$ cat config.mk
export PLATFORM = sky130hd
export DESIGN_NAME = circular_deque_engine
export DESIGN_NICKNAME = d
export VERILOG_FILES = /design/src/design/cdq_pkg.sv /design/src/design/circular_deque_engine.sv /design/src/design/cdq_ctrl.sv /design/src/design/cdq_datapath.sv
export SDC_FILE = /design/constraint.sdc
export NUM_CORES = 1
export LEC_CHECK = 0
export BUFFER_PORTS_ARGS = -buffer_cell sky130_fd_sc_hd__clkbuf_2
export CORE_ASPECT_RATIO = 0.9
export CORE_MARGIN = 4
export CORE_UTILIZATION = 55
export CTS_CLUSTER_SIZE = 14
export DETAILED_ROUTE_END_ITERATION = 10
export MAX_ROUTING_LAYER = met4
export PLACE_DENSITY = 0.73
export SLEW_MARGIN = 0
export SYNTH_ARGS = -nofsm -noshare
export SYNTH_HDL_FRONTEND = slang
export SYNTH_SLANG_ARGS = --single-unit
$ cat constraint.sdc
create_clock -name i_clk -period 3.7 [get_ports i_clk]
set_input_delay 0 -clock i_clk [delete_from_list [all_inputs] [get_ports i_clk]]
set_output_delay 0 -clock i_clk [all_outputs]
set_load 0.005 [all_outputs]
$ cat src/design/cdq_pkg.sv
// Shared types and constants of the circular deque engine.
package cdq_pkg;

    localparam int CAP_W  = 5;
    localparam int FUNC_W = 2;
    localparam int STAT_W = 2;

    typedef enum logic [FUNC_W-1:0] {
        FN_PUSH_FRONT = 2'd0,
        FN_PUSH_BACK  = 2'd1,
        FN_POP_FRONT  = 2'd2,
        FN_POP_BACK   = 2'd3
    } t_func;

    typedef enum logic [STAT_W-1:0] {
        ST_OK        = 2'd0,
        ST_OVERFLOW  = 2'd1,
        ST_UNDERFLOW = 2'd2
    } t_status;

    typedef enum logic {
        S_IDLE = 1'b0,
        S_READ = 1'b1
    } t_state;

    typedef struct packed {
        logic cfg_write;
        logic accept;
        logic load_out;
    } t_dp_cmd;

endpackage

$ cat src/design/circular_deque_engine.sv
// Top level of the circular deque engine: controller plus datapath.
//
// Usage:
//   Input channel (i_in_valid / o_in_stall) carries one item: i_func picks
//   push front, push back, pop front or pop back, and i_value is the element
//   to push. Output channel (o_out_valid / i_out_stall) returns one result
//   item per input item: o_status (ok, overflow, underflow), o_removed_value
//   (the popped element, zero otherwise) and o_occupancy after the operation.
//   Configuration channel (i_cfg_valid / o_cfg_ready) writes the capacity;
//   a write clamps it into 1..DEPTH and empties the deque. Write it only
//   while no item is in flight.
// Timing:
//   The accept cycle updates indices and count and issues the slot store
//   access, and the next cycle waits on the registered read port of the slot
//   store. The result register loads at the end of the read cycle once the
//   output register is free. The input stalls during the read cycle, so a new
//   item is taken only after the item in flight has loaded its result.
// Reset:
//   Synchronous, active low. Capacity returns to min(16, DEPTH) and the deque
//   is empty; slot contents are left as they are.
// Stall:
//   A result waiting in the output register does not block the next accept;
//   that item then parks in the read cycle until the output register frees.
module circular_deque_engine #(
    parameter int DEPTH      = 16,
    parameter int DATA_WIDTH = 32
) (
    input  logic                         i_clk,
    input  logic                         i_rst_n,
    input  logic                         i_in_valid,
    output logic                         o_in_stall,
    input  logic [cdq_pkg::FUNC_W-1:0]   i_func,
    input  logic signed [DATA_WIDTH-1:0] i_value,
    output logic                         o_out_valid,
    input  logic                         i_out_stall,
    output logic [cdq_pkg::STAT_W-1:0]   o_status,
    output logic signed [DATA_WIDTH-1:0] o_removed_value,
    output logic [cdq_pkg::CAP_W-1:0]    o_occupancy,
    input  logic                         i_cfg_valid,
    output logic                         o_cfg_ready,
    input  logic [cdq_pkg::CAP_W-1:0]    i_cfg_capacity
);
    import cdq_pkg::*;

    t_dp_cmd dp_cmd;
    t_status dp_status;

    // Sequence handshakes and hand commands to the datapath.
    cdq_ctrl u_ctrl (
        .i_clk       (i_clk),
        .i_rst_n     (i_rst_n),
        .i_in_valid  (i_in_valid),
        .o_in_stall  (o_in_stall),
        .o_out_valid (o_out_valid),
        .i_out_stall (i_out_stall),
        .i_cfg_valid (i_cfg_valid),
        .o_cfg_ready (o_cfg_ready),
        .o_cmd       (dp_cmd)
    );

    // Hold indices, count, slot store and the result register.
    cdq_datapath #(
        .DEPTH      (DEPTH),
        .DATA_WIDTH (DATA_WIDTH)
    ) u_datapath (
        .i_clk           (i_clk),
        .i_rst_n         (i_rst_n),
        .i_cmd           (dp_cmd),
        .i_cfg_capacity  (i_cfg_capacity),
        .i_func          (i_func),
        .i_value         (i_value),
        .o_status        (dp_status),
        .o_removed_value (o_removed_value),
        .o_occupancy     (o_occupancy)
    );

    assign o_status = dp_status;

    // An accepted item occupies the block for the read cycle.
    a_busy_after_accept: assert property (@(posedge i_clk) disable iff (!i_rst_n)
        (i_in_valid && !o_in_stall) |=> o_in_stall)
        else $error("input not stalled in the cycle after an accept");

    // A failed operation never returns an element.
    a_fail_no_value: assert property (@(posedge i_clk) disable iff (!i_rst_n)
        (o_out_valid && (o_status != ST_OK)) |-> (o_removed_value == '0))
        else $error("removed value nonzero on overflow or underflow");

    // Underflow only happens on an empty deque, which stays empty.
    a_underflow_empty: assert property (@(posedge i_clk) disable iff (!i_rst_n)
        (o_out_valid && (o_status == ST_UNDERFLOW)) |-> (o_occupancy == '0))
        else $error("underflow reported with nonzero occupancy");

endmodule

$ cat src/design/cdq_ctrl.sv
// Controller of the circular deque engine: handshakes and sequencing.
module cdq_ctrl (
    input  logic             i_clk,
    input  logic             i_rst_n,
    input  logic             i_in_valid,
    output logic             o_in_stall,
    output logic             o_out_valid,
    input  logic             i_out_stall,
    input  logic             i_cfg_valid,
    output logic             o_cfg_ready,
    output cdq_pkg::t_dp_cmd o_cmd
);
    import cdq_pkg::*;

    t_state r_state;
    t_state n_state;
    logic   r_out_valid;
    logic   n_out_valid;
    logic   out_taken;
    logic   accept;
    logic   load;

    assign out_taken = r_out_valid && !i_out_stall;

    // Next state.
    always_comb begin
        n_state = r_state;
        case (r_state)
            S_IDLE: begin
                if (i_in_valid) begin
                    n_state = S_READ;
                end
            end
            S_READ: begin
                if (!r_out_valid || out_taken) begin
                    n_state = S_IDLE;
                end
            end
            default: n_state = S_IDLE;
        endcase
    end

    // Outputs and commands.
    always_comb begin
        accept = 1'b0;
        load   = 1'b0;
        case (r_state)
            S_IDLE: begin
                accept = i_in_valid;
            end
            S_READ: begin
                load = !r_out_valid || out_taken;
            end
            default: begin
                accept = 1'b0;
                load   = 1'b0;
            end
        endcase
        o_in_stall     = (r_state != S_IDLE);
        o_cfg_ready    = (r_state == S_IDLE);
        o_cmd.accept   = accept;
        o_cmd.load_out = load;
        o_cmd.cfg_write = i_cfg_valid && (r_state == S_IDLE);
    end

    always_comb begin
        n_out_valid = r_out_valid;
        if (load) begin
            n_out_valid = 1'b1;
        end else if (out_taken) begin
            n_out_valid = 1'b0;
        end
    end

    always_ff @(posedge i_clk) begin
        if (!i_rst_n) begin
            r_state     <= S_IDLE;
            r_out_valid <= 1'b0;
        end else begin
            r_state     <= n_state;
            r_out_valid <= n_out_valid;
        end
    end

    assign o_out_valid = r_out_valid;

endmodule

$ cat src/design/cdq_datapath.sv
// Datapath of the circular deque engine: indices, count, slot store, result.
module cdq_datapath #(
    parameter int DEPTH      = 16,
    parameter int DATA_WIDTH = 32
) (
    input  logic                         i_clk,
    input  logic                         i_rst_n,
    input  cdq_pkg::t_dp_cmd             i_cmd,
    input  logic [cdq_pkg::CAP_W-1:0]    i_cfg_capacity,
    input  logic [cdq_pkg::FUNC_W-1:0]   i_func,
    input  logic signed [DATA_WIDTH-1:0] i_value,
    output cdq_pkg::t_status             o_status,
    output logic signed [DATA_WIDTH-1:0] o_removed_value,
    output logic [cdq_pkg::CAP_W-1:0]    o_occupancy
);
    import cdq_pkg::*;

    localparam int IDX_W   = $clog2(DEPTH);
    localparam int W       = ((IDX_W > CAP_W) ? IDX_W : CAP_W) + 1;
    localparam int CAP_RST = (DEPTH < 16) ? DEPTH : 16;

    logic [DATA_WIDTH-1:0] r_mem [DEPTH];
    logic [DATA_WIDTH-1:0] r_rd_data;

    logic [CAP_W-1:0] r_cap;
    logic [IDX_W-1:0] r_head;
    logic [IDX_W-1:0] r_tail;
    logic [CAP_W-1:0] r_count;

    logic [IDX_W-1:0] n_head;
    logic [IDX_W-1:0] n_tail;
    logic [CAP_W-1:0] n_count;
    logic [CAP_W-1:0] cap_clamped;

    t_status          r_pend_status;
    t_status          n_pend_status;
    logic             r_pend_pop;
    logic             n_pend_pop;
    logic [CAP_W-1:0] r_pend_occ;

    t_status               r_status;
    logic [DATA_WIDTH-1:0] r_removed;
    logic [CAP_W-1:0]      r_occ;

    logic             wr_en;
    logic             rd_en;
    logic [IDX_W-1:0] wr_addr;
    logic [IDX_W-1:0] rd_addr;

    logic [IDX_W-1:0] head_next;
    logic [IDX_W-1:0] head_prev;
    logic [IDX_W-1:0] tail_next;
    logic [IDX_W-1:0] tail_prev;
    logic [W-1:0]     head_inc;
    logic [W-1:0]     tail_inc;
    logic [W-1:0]     cap_ext;
    logic             full;
    logic             empty;

    assign cap_ext  = W'(r_cap);
    assign head_inc = W'(r_head) + W'(1);
    assign tail_inc = W'(r_tail) + W'(1);
    assign head_next = (head_inc >= cap_ext) ? '0 : IDX_W'(head_inc);
    assign tail_next = (tail_inc >= cap_ext) ? '0 : IDX_W'(tail_inc);
    assign head_prev = (r_head == '0) ? IDX_W'(cap_ext - W'(1)) : r_head - IDX_W'(1);
    assign tail_prev = (r_tail == '0) ? IDX_W'(cap_ext - W'(1)) : r_tail - IDX_W'(1);
    assign full  = (r_count >= r_cap);
    assign empty = (r_count == '0);

    // Clamp a written capacity into 1..DEPTH.
    always_comb begin
        if (i_cfg_capacity == '0) begin
            cap_clamped = CAP_W'(1);
        end else if (W'(i_cfg_capacity) > W'(DEPTH)) begin
            cap_clamped = CAP_W'(DEPTH);
        end else begin
            cap_clamped = i_cfg_capacity;
        end
    end

    always_comb begin
        n_head        = r_head;
        n_tail        = r_tail;
        n_count       = r_count;
        n_pend_status = ST_OK;
        n_pend_pop    = 1'b0;
        wr_en         = 1'b0;
        rd_en         = 1'b0;
        wr_addr       = r_tail;
        rd_addr       = r_head;
        case (t_func'(i_func))
            FN_PUSH_FRONT: begin
                if (full) begin
                    n_pend_status = ST_OVERFLOW;
                end else begin
                    n_head  = head_prev;
                    wr_en   = i_cmd.accept;
                    wr_addr = head_prev;
                    n_count = r_count + CAP_W'(1);
                end
            end
            FN_PUSH_BACK: begin
                if (full) begin
                    n_pend_status = ST_OVERFLOW;
                end else begin
                    n_tail  = tail_next;
                    wr_en   = i_cmd.accept;
                    wr_addr = r_tail;
                    n_count = r_count + CAP_W'(1);
                end
            end
            FN_POP_FRONT: begin
                if (empty) begin
                    n_pend_status = ST_UNDERFLOW;
                end else begin
                    n_head     = head_next;
                    rd_en      = i_cmd.accept;
                    rd_addr    = r_head;
                    n_pend_pop = 1'b1;
                    n_count    = r_count - CAP_W'(1);
                end
            end
            FN_POP_BACK: begin
                if (empty) begin
                    n_pend_status = ST_UNDERFLOW;
                end else begin
                    n_tail     = tail_prev;
                    rd_en      = i_cmd.accept;
                    rd_addr    = tail_prev;
                    n_pend_pop = 1'b1;
                    n_count    = r_count - CAP_W'(1);
                end
            end
            default: begin
                n_pend_status = ST_OK;
            end
        endcase
    end

    // Slot store: one write port, one registered read port.
    always_ff @(posedge i_clk) begin
        if (wr_en) begin
            r_mem[wr_addr] <= i_value;
        end
        if (rd_en) begin
            r_rd_data <= r_mem[rd_addr];
        end
    end

    always_ff @(posedge i_clk) begin
        if (!i_rst_n) begin
            r_cap   <= CAP_W'(CAP_RST);
            r_head  <= '0;
            r_tail  <= '0;
            r_count <= '0;
        end else if (i_cmd.cfg_write) begin
            r_cap   <= cap_clamped;
            r_head  <= '0;
            r_tail  <= '0;
            r_count <= '0;
        end else if (i_cmd.accept) begin
            r_head  <= n_head;
            r_tail  <= n_tail;
            r_count <= n_count;
        end
    end

    // Hold the status, pop flag and occupancy of the item in flight until the result register loads them.
    always_ff @(posedge i_clk) begin
        if (i_cmd.accept) begin
            r_pend_status <= n_pend_status;
            r_pend_pop    <= n_pend_pop;
            r_pend_occ    <= n_count;
        end
        if (i_cmd.load_out) begin
            r_status  <= r_pend_status;
            r_removed <= r_pend_pop ? r_rd_data : '0;
            r_occ     <= r_pend_occ;
        end
    end

    assign o_status        = r_status;
    assign o_removed_value = r_removed;
    assign o_occupancy     = r_occ;

endmodule
# Yosys cells after proc, flatten, opt, wreduce, memory -nomap -nowiden
# Memory sizes are Yosys's and may differ from the RTL's. A register that Yosys moved wholly into a read port is not among the register bits.
# Cells that the tools add are included.
op_classes:
  addsub: 7
  n_mul: 0
  n_div: 0
  n_lt_le_gt_ge: 4
  eq_ne: 7
  shift: 0
  n_mux: 36
  bitwise: 2
  reduce_logical: 18
ops:
  columns: ["operator", "count"]
  rows:
  - ["$mux W4", 12]
  - ["$mux W5", 4]
  - ["$pmux W4 S2", 2]
  - ["$ge A5 B5 Y1", 3]
  - ["$mux W1", 14]
  - ["$sub A4 B1 Y4 const B", 3]
  - ["$add A4 B1 Y5 const B", 2]
  - ["$logic_not A5 Y1", 2]
  - ["$pmux W5 S2", 1]
  - ["$logic_not A4 Y1", 2]
  - ["$ne A2 B2 Y1 const B", 4]
  - ["$reduce_and A4 Y1", 2]
  - ["$reduce_bool A2 Y1", 3]
  - ["$reduce_or A2 Y1", 3]
  - ["$add A5 B1 Y5 const B", 1]
  - ["$gt A5 B5 Y1 const B", 1]
  - ["$sub A5 B1 Y5 const B", 1]
  - ["$eq A2 B2 Y1 const B", 2]
  - ["$pmux W2 S2", 1]
  - ["$eq A2 B1 Y1 const B", 1]
  - ["$logic_and A1 B1 Y1", 2]
  - ["$logic_not A1 Y1", 2]
  - ["$logic_not A2 Y1", 1]
  - ["$mux W2", 1]
  - ["other kinds (3)", 4]
word_totals:
  regBits: 67
  latch_bits: 0
  ramBits: 512
  rom_bits: 0
  output_inout_bits: 42
  elab_cells: 87
  memories: 1
memory_table:
  columns: ["memory", "words", "word_bits", "read_ports", "rd_clocked_by_memory_dff", "wr", "line_no", "rtl"]
  rows:
  - ["u_datapath.r_mem", 16, 32, 1, 1, 1, "cdq_datapath.sv:22", "logic [DATA_WIDTH-1:0] r_mem [DEPTH];"]

# Depth between registers and ports, before layout
# Gate-level depths: netlist of the first run.
depth:
  ltp_word: 5
  mapped_depth: 12
  depth_no_buf: 9

# Cells and area by module
# A second synthesis of the first run with hierarchy kept.
unflattened:
  hier_cells: 1217
  hier_area_um2: 24126.9
modules_own_cells:
  columns: ["module", "n_inst", "cells_per_inst", "area_per_inst_um2", "seq_area_each_um2"]
  rows:
  - ["cdq_datapath", 1, 1205, 24025.5, 18107.4]
  - ["cdq_ctrl", 1, 12, 101.3, 40.0]

# Worst setup path before layout of the first run
# Ideal clock, no wire load.
synth_path:
  path_kind: "register to register"
  from: "register u_datapath.r_count[0]"
  to: "memory u_datapath.r_mem[7][0], enable pin"
  setup_ps: 421
  arrival_ps: 3550
  t_required_ps: 3279
  slack_ps: -272
  stages_incl_launch_ff: 11
  n_path_buf: 1
  synth_period_minus_slack_ps: 3972
  cell_sequence: "dfxtp_1 > inv_1 > ha_1 > nand2b_1 > a21o_1 > a21oi_1 > o211ai_2 > or2_0 > clkbuf_1 > mux2_2 > nor2_1"
synth_via:
  elab_chain_len: 5
  word_cells_on_any_way: 7
synth_lines:
  columns: ["item", "line_no", "rtl"]
  rows:
  - ["start, declared", "cdq_datapath.sv:28", "logic [CAP_W-1:0] r_count;"]
  - ["start signal, assigned", "cdq_datapath.sv:164", "r_count <= n_count;"]
  - ["$ge A5 B5 Y1 (*)", "cdq_datapath.sv:67", "assign full = (r_count >= r_cap);"]
  - ["$mux W1", "cdq_datapath.sv:93, cdq_datapath.sv:103", null]
  - ["$mux W1", null, null]
  - ["$mux W1", "cdq_datapath.sv:142", "if (wr_en) begin"]
  - ["$mux W1 (implied by the code)", "cdq_datapath.sv:143", "r_mem[wr_addr] <= i_value;"]
  - ["end, declared", "cdq_datapath.sv:22", null]
# Every way passes the cells marked *; elsewhere a longest branch is shown, timed or not.

# Worst setup path in the final report of the first run
layout_path:
  from: "register u_datapath.r_count[0]"
  to: "memory u_datapath.r_mem[9][11], enable pin"
# The elaborated chain is that of the path after synthesis.

==> results of run 1 <==
[synth_stat cells, drive strengths merged, types with 3 or more instances]
cell type  number
edfxtp        591
nand2         404
a21oi         190
a32oi          98
a22oi          95
buf            83
nor2           42
and2           36
clkbuf         28
ha             23
dfxtp          20
o21ai          20
inv            18
nand3           9
and3            8
nor2b           8
a211oi          7
mux2i           7
nand2b          7
nor3b           6
a21o            5
nor3            5
xnor2           5
o211ai          4
a21boi          3
a31oi           3
o21a            3
xor2            3
[sequential cells by signal (all words and copies together), names as in the netlist]
register                    count
u_datapath.o_occupancy          5
u_datapath.r_mem              512
u_datapath.r_head               4
u_datapath.r_count              5
u_ctrl.o_in_stall               1
u_datapath.r_pend_occ           5
u_datapath.r_rd_data           32
u_datapath.r_tail               4
u_datapath.r_cap                5
u_datapath.r_pend_pop           1
u_ctrl.o_out_valid              1
u_datapath.r_pend_status        2
u_datapath.o_removed_value     32
u_datapath.o_status             2
[what timing repair did]
item	in CTS	in global routing
setup endpoints to repair	0	0
buffers inserted	0	0
hold endpoints to repair	544	0
hold buffers	48	0
[area by class of cell]
cell class	instances	area share, %
multi-input combinational	1018	20.8
timing repair buffer	190	5.55
tap	600	2.65
clock buffer	75	5.50
clock inverter	30	1.11
sequential	611	64.1
inverter	19	0.252
[worst min-delay path by stage]
stage,startpoint,depth (start not counted),slack (ns),to
after floorplan,i_rst_n,1,0.06,u_datapath.r_cap[4]
after CTS,i_cfg_valid,4,0.12,u_datapath.r_head[3]
after global routing,i_cfg_valid,4,0.21,u_datapath.r_count[0]
final,i_cfg_valid,4,0.16,u_datapath.r_tail[2]
after detailed placement,i_rst_n,2,0.25,u_datapath.r_cap[4]
after global placement,i_rst_n,2,0.24,u_datapath.r_cap[4]
[report_power, final]
part	switching, mW	total [mW]	internal, mW
Sequential	0.0376	7.75	7.72
Combinational	0.781	1.17	0.394
Clock	2.49	5.87	3.38
[layer usage]
metal,GRT usage (%),share of wire (%),up-vias
met4,6.17,1.8,0
li1,-,-,6954
met2,35.3,47,648
met3,3.90,7.8,84
met1,33.4,43,7555
met5,-,0,-
[cell usage in the layout (no fill, tap or decap), drive strengths merged, types with 8 or more instances in the layout]
cell | Yosys | final
a21oi | 190 | 190
a22oi | 95 | 95
a32oi | 98 | 98
and2 | 36 | 36
and3 | 8 | 8
buf | 83 | 57
clkbuf | 28 | 160
clkinv | 1 | 21
dfxtp | 20 | 20
dlygate4sd3 | 0 | 48
edfxtp | 591 | 591
ha | 23 | 23
inv | 18 | 22
nand2 | 404 | 404
nand3 | 9 | 9
nor2 | 42 | 42
nor2b | 8 | 8
o21ai | 20 | 20
[cells by family (layout without fill, tap and decap cells)]
family	Yosys count	after routing	share of synthesized area (%)
simple gates	535	535	9.23
compound gates	443	443	12.1
flops	611	611	74.2
xor+xnor	8	8	0.286
mux	9	9	0.378
fa+ha+maj	23	23	1.18
buf+inv	130	314	2.67
[per-stage QoR]
| stage | setup WS, ns | cell area [um2] | hold slack [ns] |
|---|---|---|---|
| after global placement | 0.346 | 25900 | 0.243 |
| final | 0.268 | 28300 | 0.158 |
| after detailed placement | 0.299 | 25900 | 0.254 |
| after floorplan | -0.272 | 24500 | 0.0619 |
| after global routing | 0.104 | 28300 | 0.206 |
| after CTS | 0.271 | 28300 | 0.117 |
[worst max-delay path: cells and delay by family (launching register included)]
family | cells | cell delay [ns]
simple gates | 3 | 0.53
buf+inv | 2 | 0.41
fa+ha+maj | 1 | 0.30
compound gates | 4 | 1.46
flops | 1 | 0.43
==> impl_metrics.csv, run 1 <==
group,metric,value,unit
outcome,status,"completed",
power_and_ir_drop,p_per_area,523,nW/um2
setup_path,path_cells,"inv_1 > ha_1 > nand2b_1 > a21o_1 > a21oi_1 > o211ai_2 > or2_0 > a31oi_1 > nor2_4 > buf_4",
routing,wire_per_inst,21.8,um
power_and_ir_drop,peakVddDrop,0.000379,V
global_route,grt_use_total,23.3,%
yosys,synth_edf_count,591,
sta,post-route-min-period,3.43,ns
clock_tree,clockBufferDepth,3,
yosys,ys_seq_area_share,74.2,%
setup_path,r2r_slack,0.27,ns
setup_path,critical_path.max_stage_delay,0.89,ns
floorplan,initial_core_util,55.5,%
finish,stdcell_count,2543,
clock_tree,tritoncts,"yes",
worst_hold_path,min_path_type,"input pin to flip-flop",
setup_path,crit_path_top_delay_cell,"a31oi_1",
power_and_ir_drop,leakagePower,9.64,nW
sta,fin_tns_setup,0,ns
floorplan,fp.dieArea,47900,um2
clock_tree,clock_sinks,611,
finish,fin_nets,1965,
setup_path,r2r_cells,10,
sta,fin_skew,0.0264,ns
global_route,grt_pass1_wl,84900,um
floorplan,placementRows,73,
yosys,postSynthCellCount,1759,
clock_tree,cts_root_buf,"clkbuf_16",
floorplan,core,44100,um2
finish,fin_util,64.1,%
placed_design,dp_hpwl,31400,um
sta,finalHoldViolations,0,
routing,drcViolationCount,0,
setup_path,path_class,"flip-flop to flip-flop",
yosys,syn-cell-area,24500,um2
yosys,synth_top_area_cell,"edfxtp_1",
floorplan,io_pins,86,
clock_tree,numCtsBuffers,58,
clock_tree,clkTransAtPathRegs,0.06,ns
yosys,syn_avg_cell_area,13.9,um2
routing,wirelength,55400,um
yosys,ys_ff_latch,611,
setup_path,r2r_start,"u_datapath.r_count[0]",
finish,layout-drive-gt1-share,13.2,%
yosys,ys.flop_type,"edfxtp_1",
sta,rsz0062_at_grt,"no",
placed_design,routabilityCongestion,0.850,
routing,postRouteAntennaNets,0,
finish,multi_input_area,5880,um2
routing,via_per_inst,5.99,
yosys,synth_top_area_share,72.5,%
setup_path,worst-path-max-fanout,19,
clock_tree,h-tree-depth,2,
setup_path,endpoint_kind,"flip-flop",
setup_path,crit_end,"u_datapath.r_mem[9][11]",
floorplan,die_h,208,um
run,drv_cap,0,
yosys,syn_nets,1826,
placed_design,port_buffers,85,
setup_path,r2r-end,"u_datapath.r_mem[9][11]",
power_and_ir_drop,fin_total_pwr,14.8,mW
finish,diodes,0,
routing,drt_first_pass_iters,6,
global_route,antenna_found_initial,0,
finish,fillers,3101,
finish,seq_area,18100,um2
sta,tightest_slew,1.13,ns
global_route,grt_max_degree,120,
yosys,synth_cell_types,64,
routing,vias,15200,
yosys,synth_area_leaders,"edfxtp_1 73%, nand2_1 6.2%, a21oi_1 3.9%",
floorplan,die_w,230,um
sta,fin_crit_sh,92.8,%
setup_path,crit_required,4.03,ns
global_route,grt_pass1_vias,14700,
sta,fmax,291,MHz
setup_path,start_kind,"flip-flop",
yosys,yosysWarningCount,0,
sta,relSlewSlack,24.4,%
finish,syn_to_final_growth,15.6,%
yosys,synthArstFlopShare,0,%
global_route,gr-total-overflow,0,
clock_tree,clk_latency,0.62,ns
routing,drt_iter0_markers,1926,
placed_design,dp_cells,2390,
setup_path,crit_start,"u_datapath.r_count[0]",
clock_tree,cts-resized-gates,0,
sta,final_max_slew_viol_count,0,
setup_path,worst-endpoint-arrival,3.77,ns
sta,finalSetupViolCount,0,
Power figures use the tool's default switching activity.
==> run 2, diff against run 1 <==
Settings changed: REMOVE_ABC_BUFFERS set to 1.
==> run 2 against run 1 <==
Against the previous run:
- non-clock buffer count is 3 lower
- global-route usage is 0.63 points higher
- clock-buffer cell count is 11 lower
- critical path depth is 1 higher
- final cell count hardly changed
- clock skew is 0.0038 ns lower
- worst hold slack better by 0.023 ns
- clock power is 3.6% higher
- highest routed layer unchanged
==> impl_metrics.csv, run 2 (synthesized netlist as in run 1, its figures left out) <==
group,metric,value,unit
finish,stdcell_count,2542,
setup_path,start_kind,"flip-flop",
sta,relSlewSlack,18.6,%
power_and_ir_drop,p_per_area,529,nW/um2
placed_design,dp_cells,2384,
sta,layout_setup_ws,0.302,ns
placed_design,routabilityCongestion,0.859,
placed_design,dp_slack,0.343,ns
power_and_ir_drop,leakagePower,9.67,nW
sta,rsz0062_at_grt,"no",
power_and_ir_drop,peakVddDrop,0.000423,V
power_and_ir_drop,switching_share,22.3,%
floorplan,core,44100,um2
finish,fin_area,28400,um2
power_and_ir_drop,pwr-share-comb,7.8,%
routing,drt_iter0_markers,1886,
setup_path,endpoint_kind,"flip-flop",
global_route,antenna_found_initial,1,
finish,seq_area,18100,um2
routing,vias,15400,
finish,fin_util,64.3,%
placed_design,port_buffers,85,
clock_tree,cts-resized-gates,0,
clock_tree,clkTransAtPathRegs,0.07,ns
power_and_ir_drop,power_switching,3.35,mW
setup_path,worst-path-max-fanout,17,
power_and_ir_drop,fin_total_pwr,15.0,mW
power_and_ir_drop,power.share.clock,40.5,%
placed_design,placedInstanceArea,25900,um2
finish,fin_nets,1962,
floorplan,die_w,230,um
sta,final_max_slew_viol_count,0,
finish,multi_input_area,5880,um2
finish,layout-drive-gt1-share,13.3,%
clock_tree,h-tree-depth,2,
global_route,gr-total-overflow,0,
clock_tree,tritoncts,"yes",
sta,tightest_slew,1.21,ns
clock_tree,clock_sinks,611,
worst_hold_path,min_path_type,"input pin to flip-flop",
sta,finalSetupViolCount,0,
clock_tree,clockBufferDepth,3,
routing,drcViolationCount,0,
floorplan,initial_core_util,55.5,%
finish,largest_register,"u_datapath.r_mem",
placed_design,dp_hpwl,30700,um
routing,via_per_inst,6.04,
run,drv_cap,0,
finish,diodes,0,
sta,fin_skew,0.0225,ns
routing,wire_per_inst,22.1,um
finish,largest_register_ffs,512,
floorplan,fp.dieArea,47900,um2
setup_path,crit_required,3.98,ns
sta,fmax,294,MHz
sta,fin_tns_setup,0,ns
routing,wirelength,56100,um
global_route,grt_max_degree,120,
global_route,grt_use_total,23.9,%
sta,fin_crit_sh,91.8,%
setup_path,worst-endpoint-arrival,3.68,ns
outcome,status,"completed",
sta,post-route-min-period,3.40,ns
finish,syn_to_final_growth,16.0,%
clock_tree,numCtsBuffers,58,
sta,finalHoldViolations,0,
floorplan,placementRows,73,
global_route,grt_pass1_vias,14900,
routing,postRouteAntennaNets,0,
floorplan,io_pins,86,
finish,final_cell_mix,"591 x edfxtp_1, 403 x nand2_1, 187 x a21oi_1",
setup_path,path_class,"flip-flop to flip-flop",
finish,final_common_cell,"edfxtp_1",
finish,fillers,3077,
floorplan,die_h,208,um
clock_tree,clk_latency,0.62,ns
sta,timing.hold.ws,0.181,ns
global_route,grt_pass1_wl,86900,um
clock_tree,cts_root_buf,"clkbuf_16",
routing,drt_first_pass_iters,5,
power_and_ir_drop,power_frac_seq,51.7,%
power_and_ir_drop,intPower,11.7,mW
## run 2: changes by cell type in the layout (fill, tap and decap cells not counted), sizes merged
cell         previous run  this run
clkbuf                160       149
clkinv                 21        29
clkinvlp                0         3
buf                    57        51
inv                    22        20
bufinv                  6        10
dlygate4sd3            48        51
## run 2: timing repair
item,CTS,global route
setup buffers,0,0
setup endpoints to repair,0,0
hold endpoints to repair,544,0
hold buffers,51,0
## run 2: area by class of cell
type | count | area share (%)
Sequential cell | 611 | 63.9
Clock buffer | 64 | 5.19
Clock inverter | 43 | 1.68
Inverter | 19 | 0.251
Tap cell | 600 | 2.65
Timing Repair Buffer | 187 | 5.57
Multi-Input combinational cell | 1018 | 20.7
## run 2: power groups by stage
stage / clock network, mW / registers, mW / logic, mW
floorplan: 0 / 7.90 / 0.686
global placement: 0 / 7.90 / 1.08
detailed placement: 0 / 7.91 / 1.12
CTS: 6.17 / 7.76 / 1.17
global route: 6.46 / 7.76 / 1.29
finish: 6.08 / 7.76 / 1.17
## run 2: worst paths after layout
path | start | end | cells past startpoint | slack, ns
worst max-delay path | u_datapath.r_count[0] | u_datapath.r_mem[6][8] | 11 | 0.30
worst min-delay path | i_cfg_valid | u_datapath.r_head[3] | 4 | 0.18
worst max register to register | u_datapath.r_count[0] | u_datapath.r_mem[6][8] | 11 | 0.30
worst min register to register | u_datapath.r_pend_occ[1] | u_datapath.o_occupancy[1] | 0 | 0.42
## run 2: per-layer routing
layer | up-vias | part of all wire (%) | global-route usage [%]
met1 | 7595 | 41 | 33.4
met3 | 99 | 8.1 | 3.26
li1 | 6947 | - | -
met4 | 0 | 2.3 | 6.69
met5 | - | 0 | -
met2 | 709 | 48 | 37.7
## run 2: worst max-delay path, cell delays in order, from the launching register on
cell and delay, ns:
dfxtp_1 0.41, inv_1 0.13, ha_1 0.30, nand2b_1 0.14
a21o_1 0.17, a21oi_1 0.25, o211ai_2 0.15, buf_4 0.19
nor2_1 0.20, o21ai_0 0.47, nor2_4 0.29, buf_4 0.34
